`config.mk`:
```
export PLATFORM = sky130hd
export DESIGN_NAME = substring_search_matcher
export DESIGN_NICKNAME = d
export VERILOG_FILES = /design/src/design/ssm_pkg.sv /design/src/design/ssm_cell.sv /design/src/design/ssm_stats.sv /design/src/design/substring_search_matcher.sv
export SDC_FILE = /design/constraint.sdc
export NUM_CORES = 1
export LEC_CHECK = 0
export ABC_AREA = 1
export BUFFER_PORTS_ARGS = -buffer_cell sky130_fd_sc_hd__buf_2
export CORE_ASPECT_RATIO = 1.75
export CORE_UTILIZATION = 25
export DETAILED_ROUTE_END_ITERATION = 7
export MAX_ROUTING_LAYER = met4
export SLEW_MARGIN = 20
export SYNTH_ARGS = -nofsm -noshare
export SYNTH_HDL_FRONTEND = slang
export SYNTH_HIERARCHICAL = 1
export SYNTH_SLANG_ARGS = --single-unit
```
`constraint.sdc`:
```
create_clock -name clk -period 12.5 [get_ports clk]
set_input_delay 3.125 -clock clk [delete_from_list [all_inputs] [get_ports clk]]
set_output_delay 3.125 -clock clk [all_outputs]
set_load 0.05 [all_outputs]
```
`src/design/ssm_pkg.sv`:
```
// ----------------------------------------------------------------------------
// ssm_pkg: shared types and constants of the substring search matcher
// Pattern and window sizes, mode codes, register map and the structs that
// pass between the window cells, the front stage and the result stage.
// ----------------------------------------------------------------------------
package ssm_pkg;

  localparam int MAX_PATTERN = 16;
  localparam int WIN_DEPTH   = MAX_PATTERN + 2;
  localparam int WIN_IDX_W   = $clog2(WIN_DEPTH);
  localparam int LEN_W       = 5;
  localparam int POS_W       = 16;
  localparam int CNT_W       = 16;
  localparam int BPOS_W      = POS_W + 1;

  localparam logic [BPOS_W-1:0] MAX_TEXT   = BPOS_W'(65535);
  localparam logic [CNT_W-1:0]  COUNT_MAX  = '1;
  localparam logic [7:0]        SPACE_BYTE = 8'h20;

  // mode register codes
  localparam logic [1:0] MODE_FIRST = 2'd0;
  localparam logic [1:0] MODE_LAST  = 2'd1;
  localparam logic [1:0] MODE_ALL   = 2'd2;
  localparam logic [1:0] MODE_WORD  = 2'd3;

  // register index, taken from paddr[4:3]
  localparam logic [1:0] REG_PAT_LOW  = 2'd0;
  localparam logic [1:0] REG_PAT_HIGH = 2'd1;
  localparam logic [1:0] REG_PAT_LEN  = 2'd2;
  localparam logic [1:0] REG_MODE     = 2'd3;

  typedef struct packed {
    logic cur_ok;   // byte agrees with the pattern for a window ending here
    logic prev_ok;  // byte agrees with the pattern shifted by one
    logic space;    // byte is a space
  } cell_flags_t;

  typedef struct packed {
    logic             hit;
    logic [POS_W-1:0] start;
    logic [LEN_W-1:0] len;
    logic [1:0]       mode;
    logic             eot;
    logic             ovf;
    logic [POS_W-1:0] textlen;
  } stage_info_t;

  function automatic logic [7:0] pat_byte(input logic [63:0] low, input logic [63:0] high,
                                          input logic [3:0] idx);
    logic [127:0] pat;
    pat = {high, low};
    return pat[{idx, 3'b000} +: 8];
  endfunction

endpackage

```
`src/design/ssm_cell.sv`:
```
// ----------------------------------------------------------------------------
// ssm_cell: one byte of the sliding text window
// Holds a window byte, hands it to the next cell on every shift and compares
// the byte moving in against the pattern bytes chosen for its place.
// ----------------------------------------------------------------------------
module ssm_cell
  import ssm_pkg::*;
(
  input  logic        clk,
  input  logic        shift,
  input  logic [7:0]  data_in,
  input  logic [7:0]  want_cur,
  input  logic        en_cur,
  input  logic [7:0]  want_prev,
  input  logic        en_prev,
  output logic [7:0]  data_out,
  output cell_flags_t flags
);

  logic [7:0] held;

  always_ff @(posedge clk) begin
    if (shift) begin
      held <= data_in;
    end
  end

  assign data_out      = held;
  assign flags.cur_ok  = !en_cur || (data_in == want_cur);
  assign flags.prev_ok = !en_prev || (data_in == want_prev);
  assign flags.space   = (data_in == SPACE_BYTE);

endmodule

```
`src/design/ssm_stats.sv`:
```
// ----------------------------------------------------------------------------
// ssm_stats: match bookkeeping and result register
// Tracks first and last match start, the greedy non-overlapping count and
// builds the result word when the final byte of a text comes through.
// ----------------------------------------------------------------------------
module ssm_stats
  import ssm_pkg::*;
(
  input  logic             clk,
  input  logic             rst,
  input  logic             stage_v,
  input  stage_info_t      info,
  input  logic             out_ready,
  output logic             stall,
  output logic             out_valid,
  output logic             found,
  output logic [POS_W-1:0] position,
  output logic [CNT_W-1:0] match_count,
  output logic             overflow
);

  logic [POS_W-1:0]  first_start, first_start_next;
  logic [POS_W-1:0]  last_start, last_start_next;
  logic [CNT_W-1:0]  count_so_far, count_so_far_next;
  logic [BPOS_W-1:0] next_allowed, next_allowed_next;
  logic              seen_match, seen_match_next;
  logic [BPOS_W-1:0] tail_end;
  logic [POS_W-1:0]  pos_next;
  logic              take;

  assign stall = stage_v && info.eot && out_valid && !out_ready;
  assign take  = stage_v && !stall;

  always_comb begin
    first_start_next  = first_start;
    last_start_next   = last_start;
    count_so_far_next = count_so_far;
    next_allowed_next = next_allowed;
    seen_match_next   = seen_match;
    if (info.hit) begin
      if (!seen_match) begin
        first_start_next = info.start;
      end
      seen_match_next = 1'b1;
      last_start_next = info.start;
      if ({1'b0, info.start} >= next_allowed) begin
        if (count_so_far != COUNT_MAX) begin
          count_so_far_next = count_so_far + CNT_W'(1);
        end
        next_allowed_next = {1'b0, info.start} + BPOS_W'(info.len);
      end
    end
  end

  // tail offset of the last match in last mode, clamped at zero; first match start otherwise
  always_comb begin
    tail_end = {1'b0, last_start_next} + BPOS_W'(info.len);
    pos_next = '0;
    if (seen_match_next) begin
      if (info.mode == MODE_LAST) begin
        if (tail_end <= {1'b0, info.textlen}) begin
          pos_next = info.textlen - POS_W'(info.len) - last_start_next;
        end
      end else begin
        pos_next = first_start_next;
      end
    end
  end

  always_ff @(posedge clk) begin
    if (rst) begin
      first_start  <= '0;
      last_start   <= '0;
      count_so_far <= '0;
      next_allowed <= '0;
      seen_match   <= 1'b0;
      out_valid    <= 1'b0;
    end else begin
      if (take) begin
        if (info.eot) begin
          first_start  <= '0;
          last_start   <= '0;
          count_so_far <= '0;
          next_allowed <= '0;
          seen_match   <= 1'b0;
        end else begin
          first_start  <= first_start_next;
          last_start   <= last_start_next;
          count_so_far <= count_so_far_next;
          next_allowed <= next_allowed_next;
          seen_match   <= seen_match_next;
        end
      end
      if (take && info.eot) begin
        out_valid <= 1'b1;
      end else if (out_ready) begin
        out_valid <= 1'b0;
      end
    end
  end

  always_ff @(posedge clk) begin
    if (take && info.eot) begin
      found       <= seen_match_next;
      position    <= pos_next;
      match_count <= count_so_far_next;
      overflow    <= info.ovf;
    end
  end

endmodule

```
`src/design/substring_search_matcher.sv`:
```
// ----------------------------------------------------------------------------
// substring_search_matcher: streaming pattern search over a byte text
// Matches a text stream against a configured pattern of 1 to 16 bytes and
// reports one result word per text.
// ----------------------------------------------------------------------------
// Text bytes enter one per clock on in_valid/in_ready; the byte marked
// end_of_text closes the text and its result word (found, position,
// match_count, overflow) passes the stage and result registers to out_valid/
// out_ready. Throughput is one byte per cycle, set by the row of 18 window
// cells that shift and compare a full pattern every cycle; input stalls only
// when the end of a further text reaches the result stage while the previous
// result word has not been taken. Pattern, length and mode sit in four 64-bit
// APB registers at byte addresses 0, 8, 16 and 24 and should be written while
// no text is in flight. No clearing pass is needed after reset.
module substring_search_matcher
  import ssm_pkg::*;
(
  input  logic             clk,
  input  logic             rst,
  input  logic             psel,
  input  logic             penable,
  input  logic             pwrite,
  input  logic [4:0]       paddr,
  input  logic [63:0]      pwdata,
  output logic [63:0]      prdata,
  output logic             pready,
  input  logic             in_valid,
  output logic             in_ready,
  input  logic [7:0]       text_byte,
  input  logic             end_of_text,
  output logic             out_valid,
  input  logic             out_ready,
  output logic             found,
  output logic [POS_W-1:0] position,
  output logic [CNT_W-1:0] match_count,
  output logic             overflow
);

  logic [63:0]       pattern_low;
  logic [63:0]       pattern_high;
  logic [LEN_W-1:0]  pattern_length;
  logic [1:0]        mode;

  logic [LEN_W-1:0]  len;
  logic [7:0]        want [WIN_DEPTH];
  logic              want_en [WIN_DEPTH];
  logic [7:0]        cell_in [WIN_DEPTH];
  logic [7:0]        cell_out [WIN_DEPTH];
  cell_flags_t       flags [WIN_DEPTH];
  logic              all_cur, all_prev;
  logic [WIN_IDX_W-1:0] sp_idx;

  logic [BPOS_W-1:0] byte_position, bpos_after;
  logic              accept, in_range, shift, stall;
  logic              len_ok, hit;
  logic [BPOS_W-1:0] start_full;
  stage_info_t       stage_info, stage_info_next;
  logic              stage_v;

  // configuration port
  assign pready = 1'b1;

  always_ff @(posedge clk) begin
    if (rst) begin
      pattern_low    <= '0;
      pattern_high   <= '0;
      pattern_length <= LEN_W'(1);
      mode           <= MODE_FIRST;
    end else if (psel && penable && pwrite) begin
      case (paddr[4:3])
        REG_PAT_LOW:  pattern_low    <= pwdata;
        REG_PAT_HIGH: pattern_high   <= pwdata;
        REG_PAT_LEN:  pattern_length <= pwdata[LEN_W-1:0];
        REG_MODE:     mode           <= pwdata[1:0];
        default:      ;
      endcase
    end
  end

  always_comb begin
    case (paddr[4:3])
      REG_PAT_LOW:  prdata = pattern_low;
      REG_PAT_HIGH: prdata = pattern_high;
      REG_PAT_LEN:  prdata = 64'(pattern_length);
      REG_MODE:     prdata = 64'(mode);
      default:      prdata = '0;
    endcase
  end

  // length in force, clamped to 1..MAX_PATTERN
  always_comb begin
    if (pattern_length == '0) begin
      len = LEN_W'(1);
    end else if (pattern_length > LEN_W'(MAX_PATTERN)) begin
      len = LEN_W'(MAX_PATTERN);
    end else begin
      len = pattern_length;
    end
  end

  // cell k sees the pattern reversed so that the newest byte meets its last byte
  always_comb begin
    logic [LEN_W-1:0] sel;
    for (int k = 0; k < WIN_DEPTH; k++) begin
      sel        = len - LEN_W'(1) - LEN_W'(k);
      want[k]    = pat_byte(pattern_low, pattern_high, sel[3:0]);
      want_en[k] = (LEN_W'(k) < len) && (k < MAX_PATTERN);
    end
  end

  assign in_ready = !stall;
  assign accept   = in_valid && in_ready;
  assign in_range = byte_position < MAX_TEXT;
  assign shift    = accept && in_range;

  genvar g;
  generate
    for (g = 0; g < WIN_DEPTH; g++) begin : g_cell
      if (g == 0) begin : g_head
        assign cell_in[g] = text_byte;
        ssm_cell u_cell (
          .clk       (clk),
          .shift     (shift),
          .data_in   (cell_in[g]),
          .want_cur  (want[g]),
          .en_cur    (want_en[g]),
          .want_prev (8'h00),
          .en_prev   (1'b0),
          .data_out  (cell_out[g]),
          .flags     (flags[g])
        );
      end else begin : g_body
        assign cell_in[g] = cell_out[g-1];
        ssm_cell u_cell (
          .clk       (clk),
          .shift     (shift),
          .data_in   (cell_in[g]),
          .want_cur  (want[g]),
          .en_cur    (want_en[g]),
          .want_prev (want[g-1]),
          .en_prev   (want_en[g-1]),
          .data_out  (cell_out[g]),
          .flags     (flags[g])
        );
      end
    end
  endgenerate

  always_comb begin
    all_cur  = 1'b1;
    all_prev = 1'b1;
    for (int k = 0; k < WIN_DEPTH; k++) begin
      all_cur  = all_cur && flags[k].cur_ok;
      all_prev = all_prev && flags[k].prev_ok;
    end
  end

  assign sp_idx = WIN_IDX_W'(len) + WIN_IDX_W'(1);

  always_comb begin
    if (mode == MODE_WORD) begin
      len_ok     = byte_position >= BPOS_W'(len);
      start_full = byte_position - BPOS_W'(len);
      hit        = in_range && len_ok && flags[0].space && all_prev &&
                   ((start_full == '0) || flags[sp_idx].space);
    end else begin
      len_ok     = (byte_position + BPOS_W'(1)) >= BPOS_W'(len);
      start_full = byte_position + BPOS_W'(1) - BPOS_W'(len);
      hit        = in_range && len_ok && all_cur;
    end
  end

  assign bpos_after = in_range ? byte_position + BPOS_W'(1) : MAX_TEXT + BPOS_W'(1);

  always_comb begin
    stage_info_next.hit     = hit;
    stage_info_next.start   = start_full[POS_W-1:0];
    stage_info_next.len     = len;
    stage_info_next.mode    = mode;
    stage_info_next.eot     = end_of_text;
    stage_info_next.ovf     = bpos_after > MAX_TEXT;
    stage_info_next.textlen = (bpos_after > MAX_TEXT) ? MAX_TEXT[POS_W-1:0]
                                                      : bpos_after[POS_W-1:0];
  end

  always_ff @(posedge clk) begin
    if (rst) begin
      byte_position <= '0;
      stage_v       <= 1'b0;
    end else if (!stall) begin
      stage_v <= in_valid;
      if (in_valid) begin
        byte_position <= end_of_text ? '0 : bpos_after;
      end
    end
  end

  always_ff @(posedge clk) begin
    if (accept) begin
      stage_info <= stage_info_next;
    end
  end

  ssm_stats u_stats (
    .clk         (clk),
    .rst         (rst),
    .stage_v     (stage_v),
    .info        (stage_info),
    .out_ready   (out_ready),
    .stall       (stall),
    .out_valid   (out_valid),
    .found       (found),
    .position    (position),
    .match_count (match_count),
    .overflow    (overflow)
  );

endmodule

```
; Word-level counts from Yosys, hierarchy flattened
; Cells that the tools add are included.
[totals]
regBits = 432
input_bits = 85
output_inout_bits = 101
wordCells = 299
[classes]
addsub = 25
magnitude_cmp = 24
n_eq_ne = 56
n_shift = 16
muxes = 28
bitwise_logic = 2
reduce_logical = 108
[op_table]
columns = operator, n
row1 = $shiftx 128x8->8, 16
row2 = $eq 8x8->1, 32
row3 = $pmux 64 s4, 1
row4 = $mux 16, 12
row5 = $eq 8x6->1 const B, 18
row6 = $mux 17, 5
row7 = $logic_and 1x1->1, 45
row8 = $lt 4x5->1 const A, 8
row9 = $add 16x5->17, 2
row10 = $ge 17x5->1, 2
row11 = $logic_or 1x1->1, 33
row12 = $sub 16x5->16, 2
row13 = $sub 4x4->4 const B, 8
row14 = $lt 3x5->1 const A, 4
row15 = $logic_not 1->1, 18
row16 = $add 17x1->17 const B, 1
row17 = $ge 16x17->1, 1
row18 = $gt 17x16->1 const B, 1
row19 = $le 17x16->1, 1
row20 = $logic_not 17->1, 1
row21 = $lt 17x16->1 const B, 1
row22 = $sub 17x5->17, 1
row23 = $add 16x1->16 const B, 1
row24 = $ne 16x16->1 const B, 1
row25 = other kinds (21), 44

; Longest topological paths before layout
[depth]
ltp_word = 26
depth_mapped = 34

; Hierarchy
; The synthesis kept the hierarchy.
[by_module_without_submodules]
columns = mod, instances, cells_per_inst, area_each_um2
row1 = substring_search_matcher, 1, 2543, 15884.0
row2 = ssm_cell, 18, 73, 528.0
row3 = ssm_stats, 1, 1118, 7818.7

; Least setup slack after synthesis
; No wires, ideal clock.
[synth_path]
path_kind = input to register
startpoint = in out_ready
endpoint = reg g_cell[0].g_head.u_cell.held[0] (enable)
t_arrival_ns = 10.060
required_time_ns = 11.851
path_slack_ns = 1.791
cell_stages = 7
path_buffers = 1
cell_sequence = nor2_1 -> inv_1 -> nor2_1 -> inv_1 -> nand2_1 -> clkbuf_1 -> nor2_1
[synth_between]
elab_chain_cells = 5
[synth_lines]
columns = item, line
row1 = from (decl), substring_search_matcher.sv:32  ; input logic out_ready,
row2 = $logic_not 1->1, ssm_stats.sv:31  ; assign stall = stage_v && info.eot && out_valid && !out_ready;
row3 = $logic_and 1x1->1, ssm_stats.sv:31
row4 = via stall, substring_search_matcher.sv:54  ; logic accept, in_range, shift, stall;
row5 = $logic_not 1->1, substring_search_matcher.sv:111  ; assign in_ready = !stall;
row6 = via in_ready, substring_search_matcher.sv:28  ; output logic in_ready,
row7 = $logic_and 1x1->1, substring_search_matcher.sv:112  ; assign accept = in_valid && in_ready;
row8 = $logic_and 1x1->1, substring_search_matcher.sv:114  ; assign shift = accept && in_range;
row9 = via shift, substring_search_matcher.sv:54
row10 = to (signal assigned), ssm_cell.sv:24  ; held <= data_in;
row11 = to (decl), ssm_cell.sv:20  ; logic [7:0] held;
; The timed path passes the listed nets, and every way through them passes these cells.
; A chain may end at the register's enable or synchronous reset.

; Final worst setup path
[layout_path]
startpoint = in paddr[4]
endpoint = out prdata[3]
[layout_between]
elab_chain_cells = 2
elab_cells_between_ends = 5
cone_classes = eq/ne (3) / mux (1) / reduce/logical (1)
[layout_lines]
columns = item, line
row1 = from (decl), substring_search_matcher.sv:23  ; input logic [4:0] paddr,
row2 = $eq 2x2->1 (tied with other cells), substring_search_matcher.sv:81  ; case (paddr[4:3])
row3 = $pmux 64 s4 (*), substring_search_matcher.sv:81
row4 = to (decl), substring_search_matcher.sv:25  ; output logic [63:0] prdata,
; Mark *: on every way between the ends. The rest lies on a longest branch, timed or not.

==> summary.md <==
| Metric | Value |
|---|---|
| Worst Max-Slew Pin Slew | `1.249 ns` |
| First-pass GRT wire length | `211400 µm` |
| RePlAce Congestion | `1.074` |
| Reg clk slew, reported paths | `0.06 ns` |
| Critical path capture point type | `output port` |
| Num ports | `186` |
| Detail Route Antenna Nets | `0` |
| Netlist Area Pre-Place | `32970 µm²` |
| Root buf cell | `clkbuf_16` |
| LEAKAGE | `0.01626 µW` |
| Rows | `175` |
| Die H | `482.4 µm` |
| Core area | `130300 µm²` |
| Initial antenna violation count | `10` |
| Unrepaired setup endpoints after global routing | `false` |
| Status | `finished clean` |
| Most frequent cells in the layout | `1578 x nand2_1, 578 x inv_1, 457 x nand3_1` |
| DR vias | `33780` |
| Worst skew pair latency | `0.64 ns` |
| Slew headroom | `16.15%` |
| Post-cts hold buffer count | `0` |
| Hold crit path type | `flip-flop to flip-flop` |
| Tcrit/Tclk final | `70.23%` |
| Layout cell share with drive strength beyond 1 | `8.153%` |
| TritonCTS buffer count | `49` |
| Final Routed Wirelength | `146300 µm` |
| FMAX | `113.9 MHz` |
| Worst VDD drop | `0.00009562 V` |
| Max Slew Vio Count | `0` |
| Global Route met2 Usage | `38.04%` |
| Syn_area_per_cell | `6.637 µm²` |
| Port Buffers | `181` |
| TritonCTS clock tree | `yes` |
| First-pass detailed-route iteration total | `6` |
| Busiest grt layer | `met2` |
| Postcts setup bufs | `0` |
| Overflow after GRT | `0` |
| Global-route met3 utilization | `4.637%` |
| Clk_skew | `0.04422 ns` |
| Yosys warning total | `6` |
| Total GRT Usage | `22.28%` |
| Hold Vio Cnt, Final | `0` |
| CP max FO | `34` |
| HPWL Detailed | `116400 µm` |
| DRC Markers | `0` |
| Vias in the first global route | `31470` |
| Setup TNS | `0 ns` |
| Area of the multi-input gates | `19050 µm²` |
| Power Total | `4417 µW` |
| Kind of critical path | `input port to output port` |
| Worst EP required | `9.38 ns` |
| Die Wd | `276.5 µm` |
| Register cell area after layout | `10770 µm²` |
| Clk sinks | `432` |
| # setup viols final | `0` |
| Initial DRC Count | `2285` |
| WL/cell | `21.63 µm` |
| Routed vias/inst | `4.991` |
| H-tree depth | `2` |
| Nets | `5227` |
| Critical Path AT | `5.65 ns` |
| Most common cell after layout, fill and taps aside | `nand2_1` |
| Largest net degree at the start of global routing | `104` |
| Power Density | `118.8 nW/µm²` |
| Area growth syn-to-layout | `12.76%` |
| Initial core utilization | `25.30%` |
| Max Cap Viol | `0` |
| Die Area | `133400 µm²` |
| Filler cells | `14260` |
| Post-Syn Instances | `4967` |
| Post_cts resized | `0` |
| Crit path launch type | `input port` |
| Final Critical Period | `8.779 ns` |
| GR Util met1 | `19.50%` |
| CTS max path bufs | `3` |
state kept, by name, indices dropped and copies added, names as in the netlist, 17 cells and up:
signal / cells
g_cell.g_body.u_cell/data_out: 128
pattern_high: 64
pattern_low: 64
stage_info: 42
byte_position: 17
u_stats/next_allowed: 17
path summary, 6_finish.rpt:
| kind | start | end | slack, ns | cells after the start |
|---|---|---|---|---|
| min reg2reg | u_stats/next_allowed[9] | u_stats/next_allowed[9] | 0.46 | 2 |
| max reg2reg | pattern_length[4] | stage_info[41] | 4.22 | 23 |
| min | u_stats/next_allowed[9] | u_stats/next_allowed[9] | 0.46 | 2 |
| max | paddr[4] | prdata[3] | 3.72 | 6 |
layout make-up:
class,count,share of cell area (%)
Multi-Input combinational cell,3736,51.24
Antenna cell,8,0.05385
Clock buffer,63,3.830
Inverter,604,6.126
Clock inverter,27,0.9390
Sequential cell,432,28.97
Timing Repair Buffer,216,3.184
Tap cell,1681,5.658
layer usage:
metal	wire length, µm	vias up
met1	46140	15670
met4	20140	0
met3	8901	552
met5	0	-
li1	-	16330
met2	71160	1222
critical path, cell delays in order:
cell and delay [ns]:
buf_2 0.13, nor2_2 0.09, buf_4 0.36, clkinv_1 0.95, o221ai_1 0.63, buf_2 0.35
where the power goes:
group	switching, µW	leakage [µW]	internal, µW	total, µW
clock	680	0.000876	936	1620
sequential	74.3	0.00386	1550	1620
combinational	835	0.0115	342	1180
stage by stage:
stage	cells	utilization [%]	hold slack [ns]	area, µm²	setup WS (ns)
5_1_grt	6765	28.53	0.4782	37170	3.646
2_1_floorplan	4984	-	0.4003	33030	2.138
3_3_place_gp	6667	27.11	0.4480	35320	3.812
4_1_cts	6757	28.47	0.4642	37090	3.830
6_report	6767	28.53	0.4598	37170	3.721
3_5_place_dp	6667	27.11	0.4538	35320	3.841
No activity file was read; power rests on OpenSTA's default activity.
